--- config.mk ---
export PLATFORM = sky130hd
export DESIGN_NAME = npc_ctrl
export DESIGN_NICKNAME = d
export VERILOG_FILES = /design/src/hw/rtl/npc_pkg.sv /design/src/hw/rtl/npc_ctrl.sv
export SDC_FILE = /design/constraint.sdc
export NUM_CORES = 1
export LEC_CHECK = 0
export BUFFER_PORTS_ARGS = -buffer_cell sky130_fd_sc_hd__clkbuf_2
export CORE_AREA = 2 2 39 41
export CTS_CLUSTER_SIZE = 24
export DETAILED_ROUTE_END_ITERATION = 12
export DIE_AREA = 0 0 41 43
export GPL_TIMING_DRIVEN = 0
export PLACE_DENSITY = 0.48
export SKIP_LAST_GASP = 1
export SLEW_MARGIN = 20
export SYNTH_ARGS = -nofsm -noshare
export SYNTH_HDL_FRONTEND = slang
export SYNTH_SLANG_ARGS = --single-unit
--- constraint.sdc ---
create_clock -name clk -period 3.14 [get_ports clk]
set_clock_uncertainty 0.2 [all_clocks]
set_input_delay 0.157 -clock clk [delete_from_list [all_inputs] [get_ports clk]]
set_output_delay 0.157 -clock clk [all_outputs]
set_load 0.01 [all_outputs]
--- src/hw/rtl/npc_pkg.sv ---
`timescale 1ns / 1ps
// ----------------------------------------------------------------------------
// npc_pkg: shared types and constants of the nearest palette color search
// Holds the controller states, the command and status groups that join the
// controller and the datapath, and the fixed field widths.
// ----------------------------------------------------------------------------
package npc_pkg;

  localparam int COMP_W  = 8;
  localparam int INDEX_W = 8;
  localparam int END_W   = 9;
  localparam int DIST_W  = 18;
  localparam int BOUND_W = 13;  // Holds any palette size up to 4096.

  // Largest possible squared distance, reported for an empty range.
  localparam logic [DIST_W-1:0] MAX_DISTANCE = 18'd195075;

  localparam logic REQ_WRITE  = 1'b0;
  localparam logic REQ_SEARCH = 1'b1;

  typedef enum logic [1:0] {
    ST_IDLE,
    ST_SCAN,
    ST_DRAIN,
    ST_FINISH
  } state_t;

  typedef struct packed {
    logic in_ready;
    logic wr;
    logic load;
    logic scan;
    logic finish;
  } cmd_t;

  typedef struct packed {
    logic in_valid;
    logic is_search;
    logic range_empty;
    logic scan_last;
    logic out_free;
  } sts_t;

endpackage

--- src/hw/rtl/npc_ctrl.sv ---
`timescale 1ns / 1ps
// ----------------------------------------------------------------------------
// npc_ctrl: controller of the palette search
// Sequences accept, scan, drain of the last read, and result hand-off.
// ----------------------------------------------------------------------------
module npc_ctrl (
  input  logic          clk,
  input  logic          rst,
  input  npc_pkg::sts_t sts,
  output npc_pkg::cmd_t cmd
);
  import npc_pkg::*;

  state_t state, state_next;

  always_ff @(posedge clk) begin
    if (rst) begin
      state <= ST_IDLE;
    end else begin
      state <= state_next;
    end
  end

  always_comb begin
    state_next = state;
    cmd        = '0;
    unique case (state)
      ST_IDLE: begin
        cmd.in_ready = 1'b1;
        if (sts.in_valid) begin
          if (sts.is_search) begin
            cmd.load   = 1'b1;
            state_next = sts.range_empty ? ST_FINISH : ST_SCAN;
          end else begin
            cmd.wr = 1'b1;
          end
        end
      end
      ST_SCAN: begin
        cmd.scan = 1'b1;
        if (sts.scan_last) begin
          state_next = ST_DRAIN;
        end
      end
      ST_DRAIN: begin
        state_next = ST_FINISH;
      end
      ST_FINISH: begin
        if (sts.out_free) begin
          cmd.finish = 1'b1;
          state_next = ST_IDLE;
        end
      end
      default: begin
        state_next = ST_IDLE;
      end
    endcase
  end

endmodule

Word level (Yosys, flattened, before mapping) --
Index checks and enable logic that the tools add are counted.
Word-level totals: flip-flop bits (word level) 2
Cells by class: equal/unequal tests 7, multiplexer cells 13, reductions and logical operators 2
Operators with widths (count):
- two-way mux 2 bit | 6
- inequality test 2 bit (second input constant) | 4
- one-hot mux 2 bit (4 select lines) | 1
- two-way mux 1 bit | 5
- == test 2 bit (second input constant) | 2
- AND reduction 4 bit | 1
- two-way mux 3 bit | 1
- == test 2 x 1 -> 1 bit (second input constant) | 1
- logical NOT 2 bit | 1

Longest topological paths before layout --
word-level depth 4, mapped depth 5, depth with buffers taken out 5

Worst setup path after synthesis --
OpenSTA, ideal clock, no wires.
path kind register to register, from register state[0], to register state[1], arrival time 1.543 ns, data required time 2.819 ns, setup slack 1.276 ns, cell stages (with the launch flop) 6, buffers on the path 0, period minus slack after synthesis 1.864 ns, cells stage by stage dfxtp_1 -> inv_1 -> ha_1 -> nor2b_4 -> a2111oi_4 -> mux2_4
On the way: cells in the longest elaborated chain, start to end 3
RTL lines:
- start: declaration | RTL line npc_ctrl.sv:14 | state_t state, state_next;
- start signal: assignment | RTL line npc_ctrl.sv:20 | state <= state_next;
- == test 2 x 1 -> 1 bit, or another cell as far along | RTL line npc_ctrl.sv:27 | unique case (state)
- inequality test 2 bit (no source line)
- AND reduction 4 bit (no source line)
Several ways; a longest one is shown, not always the timed one. A chain may end at the register's enable or synchronous reset.

Worst setup path after layout --
Ends and elaborated chain as after synthesis.

==> summary.json <==
{
  "wl_cell": {"value": 7.76, "unit": "um"},
  "largest_registers": {"value": "state x2"},
  "combinationalPowerShare": {"value": 60.5, "unit": "%"},
  "r2r-start": {"value": "state[0]$_SDFFE_PP0P_"},
  "cts_made_buffers": {"value": 3},
  "clock_tree.buffer_depth": {"value": 2},
  "worstPathRequired": {"value": 3.05, "unit": "ns"},
  "overflow_left_after_global_routing": {"value": 0},
  "largest_reg_flops": {"value": 2},
  "placement_rows": {"value": 14},
  "ys_async_rst_share": {"value": 0, "unit": "%"},
  "critPathMaxStageDelay": {"value": 0.39, "unit": "ns"},
  "holdBufCountCts": {"value": 0},
  "vdd_drop_max": {"value": 0.255, "unit": "mV"},
  "synth_fp_nets": {"value": 36},
  "numClockSinks": {"value": 2},
  "worst_slew_slack_as_a_fraction_of_its_limit": {"value": 76.8, "unit": "%"},
  "power_report.internal_total": {"value": 0.159, "unit": "mW"},
  "wl": {"value": 419, "unit": "um"},
  "netlist_top_cells_count": {"value": "sky130_fd_sc_hd__ha_1 (5), sky130_fd_sc_hd__inv_1 (3)"},
  "power_density": {"value": 742, "unit": "nW/um^2"},
  "r2r_cells": {"value": 5},
  "cpLargestDelayFamily": {"value": "compound AO/OA/AOI/OAI gates"},
  "layout_min_cycle_time": {"value": 1.92, "unit": "ns"},
  "critPathKind": {"value": "reg2reg"},
  "chipWidth": {"value": 41, "unit": "um"},
  "largest_net_degree_at_the_start_of_global_routing": {"value": 6},
  "post_drt_via_cell_ratio": {"value": 3.72},
  "synth_area_per_cell": {"value": 10.2, "unit": "sq um"},
  "drive_gt1_share": {"value": 47.4, "unit": "%"},
  "yosys_warnings": {"value": 0},
  "crit_chain": {"value": "inv_1 -> ha_1 -> nor2b_4 -> a2111oi_4 -> mux2_4"},
  "timing.final.max_slew_violations": {"value": 0},
  "period_share": {"value": 61.2, "unit": "%"},
  "yosysUniqueCellTypes": {"value": 14},
  "final_antenna_net_count": {"value": 0},
  "worst-slew-pin-transition": {"value": 0.347, "unit": "ns"},
  "die_height": {"value": 43, "unit": "um"},
  "groute.usage.overall": {"value": 6.41, "unit": "%"},
  "netlist_top_cells_area": {"value": "sky130_fd_sc_hd__ha_1 (26%), sky130_fd_sc_hd__dfxtp_1 (16%), sky130_fd_sc_hd__a2111oi_4 (11%), sky130_fd_sc_hd__mux2i_1 (8.2%), sky130_fd_sc_hd__mux2_4 (6.1%)"},
  "critical_path.max_fanout": {"value": 5},
  "num_antenna_cells": {"value": 0},
  "leakage": {"value": 0.180, "unit": "nW"},
  "ctsResizeCount": {"value": 0},
  "via_count": {"value": 201},
  "rr_endpoint": {"value": "state[1]$_SDFFE_PP0P_"},
  "htree_num_levels": {"value": 1},
  "final_nets": {"value": 52},
  "synth-seq-cells": {"value": 2},
  "die-area": {"value": 1760, "unit": "sq um"},
  "clock_power_share": {"value": 22.1, "unit": "%"},
  "synthToLayoutAreaGrowth": {"value": 39.8, "unit": "%"},
  "grt_pass1_vias": {"value": 191},
  "placer_congestion": {"value": 0.680},
  "crit_path_top_delay_cell": {"value": "sky130_fd_sc_hd__a2111oi_4"},
  "yosys_most_used_dff": {"value": "sky130_fd_sc_hd__dfxtp_1"},
  "rsz_0062_raised_after_global_routing": {"value": "false"},
  "initial_core_util": {"value": 17.7, "unit": "%"},
  "finalHoldWorstSlack": {"value": 0.0440, "unit": "ns"},
  "synth.yosys.seq_area_share": {"value": 16.3, "unit": "%"},
  "endpoint": {"value": "state[1]$_SDFFE_PP0P_"},
  "critical_path.endpoint_type": {"value": "flip-flop"},
  "setup_total_negative_slack": {"value": 0, "unit": "ns"},
  "mappedNetlistArea": {"value": 245, "unit": "sq um"},
  "setup.worst_path.start_class": {"value": "flip-flop"},
  "drtIter0Drc": {"value": 1},
  "maximum_capacitance_violations": {"value": 0},
  "clk_latency": {"value": 0.22, "unit": "ns"},
  "design.portCount": {"value": 12},
  "cts_tree": {"value": "done"},
  "net_sw_share": {"value": 37.5, "unit": "%"},
  "synth_area_leader_cell": {"value": "sky130_fd_sc_hd__ha_1"},
  "detailedRoute.firstPassIterationCount": {"value": 2},
  "detail_route.drc_violations": {"value": 0},
  "timing.final.hold_violations": {"value": 0},
  "first_pass_grt_wire_length": {"value": 683, "unit": "um"},
  "critical_path_depth": {"value": 5},
  "hold_path.startpoint": {"value": "rst"},
  "cts.reportedPaths.clkPinSlew": {"value": 0.03, "unit": "ns"},
  "post_synth_inst_count": {"value": 24},
  "fillers": {"value": 152},
  "status": {"value": "finished, final reports clean"},
  "critical_path.startpoint": {"value": "state[0]$_SDFFE_PP0P_"},
  "clk_root_buffer_cell": {"value": "sky130_fd_sc_hd__clkbuf_4"},
  "regMostFlops": {"value": "state"},
  "min_path_type": {"value": "in2reg"},
  "power_switching": {"value": 0.0955, "unit": "mW"},
  "synth_edf_count": {"value": 0},
  "postCtsSetupRepairBufs": {"value": 0},
  "antenna_found_initial": {"value": 0},
  "proportion_of_power_drawn_by_flip_flops_and_latches": {"value": 17.4, "unit": "%"},
  "rrSetupSlack": {"value": 1.22, "unit": "ns"},
  "synth_largest_type_area_fraction": {"value": 25.5, "unit": "%"},
  "max_clock_freq": {"value": 521, "unit": "MHz"},
  "core": {"value": 1380, "unit": "sq um"},
  "finalSetupViolCount": {"value": 0},
  "arrival": {"value": 1.83, "unit": "ns"},
  "io_buffer_count": {"value": 11},
  "most_used_standard_cell_by_instance_count_after_synthesis": {"value": "sky130_fd_sc_hd__ha_1"},
  "cp.buffers_inverters": {"value": 1}
}
## cell families (layout without fill, tap and decap cells)
logic type | after synthesis | after routing | share of synthesized area [%]
and+or+nand+nor | 9 | 9 | 25.0
adders and majority gates | 5 | 5 | 25.5
muxes | 3 | 3 | 14.3
buffers and inverters | 3 | 17 | 4.59
AOI/OAI and AO/OA | 2 | 2 | 14.3
DFF | 2 | 2 | 16.3
## power groups by stage
stage	clock network [mW]	logic, mW	registers, mW
3_5_place_dp	0	0.156	0.0448
5_1_grt	0.0622	0.174	0.0462
6_report	0.0561	0.154	0.0443
3_3_place_gp	0	0.155	0.0452
4_1_cts	0.0612	0.157	0.0444
2_1_floorplan	0	0.121	0.0426
## metal layers
metal | part of all wire, % | up-vias | wire, um | global-route usage [%]
li1 | - | 109 | - | -
met2 | 38 | 10 | 161 | 7.81
met3 | 11 | 0 | 48 | 3.14
met1 | 50 | 82 | 209 | 6.69
met5 | 0 | - | 0 | 0
met4 | 0 | 0 | 0 | 8.00
## worst min path at each step
stage / cells after the start / end
after floorplan: 2 / state[0]$_SDFFE_PP0P_
after global placement: 3 / state[0]$_SDFFE_PP0P_
after detailed placement: 3 / state[0]$_SDFFE_PP0P_
after CTS: 3 / state[0]$_SDFFE_PP0P_
after global routing: 3 / state[0]$_SDFFE_PP0P_
final: 3 / state[0]$_SDFFE_PP0P_
## worst reg2reg max path, stage by stage (launching register included)
cell and delay, ns:
sky130_fd_sc_hd__dfxtp_1 0.37, sky130_fd_sc_hd__inv_1 0.10, sky130_fd_sc_hd__ha_1 0.26, sky130_fd_sc_hd__nor2b_4 0.15, sky130_fd_sc_hd__a2111oi_4 0.39, sky130_fd_sc_hd__mux2_4 0.33
## through the flow
step                      total power [mW]  instances  area (sq um)  setup WS, ns  utilization, %
after floorplan                      0.163         24           245          1.28               -
final                                0.254         54           343          1.22            24.8
after CTS                            0.263         54           343          1.20            24.8
after detailed placement             0.201         51           320          1.21            23.1
after global routing                 0.282         54           343          1.11            24.8
after global placement               0.200         51           320          1.20            23.1
## area by class of cell
type / instances / area (sq um) / share of cell area (%)
multi-input combinational: 19 / 194 / 56.6
sequential: 2 / 40.0 / 11.7
inverter: 3 / 11.3 / 3.28
clock buffer: 3 / 22.5 / 6.57
timing repair buffer: 11 / 55.1 / 16.1
tap: 16 / 20.0 / 5.84
## placed cells by master, fill, tap and decap left out
cell,n
sky130_fd_sc_hd__a2111oi_4,1
sky130_fd_sc_hd__and2_1,1
sky130_fd_sc_hd__and3_2,1
sky130_fd_sc_hd__clkbuf_2,11
sky130_fd_sc_hd__clkbuf_4,3
sky130_fd_sc_hd__dfxtp_1,2
sky130_fd_sc_hd__ha_1,5
sky130_fd_sc_hd__inv_1,3
sky130_fd_sc_hd__mux2_4,1
sky130_fd_sc_hd__mux2i_1,2
sky130_fd_sc_hd__nand2b_1,1
sky130_fd_sc_hd__nor2_1,2
sky130_fd_sc_hd__nor2b_1,2
sky130_fd_sc_hd__nor2b_4,1
sky130_fd_sc_hd__nor3b_1,1
sky130_fd_sc_hd__o21bai_1,1
Note: power is estimated with default switching activity, not from simulation.
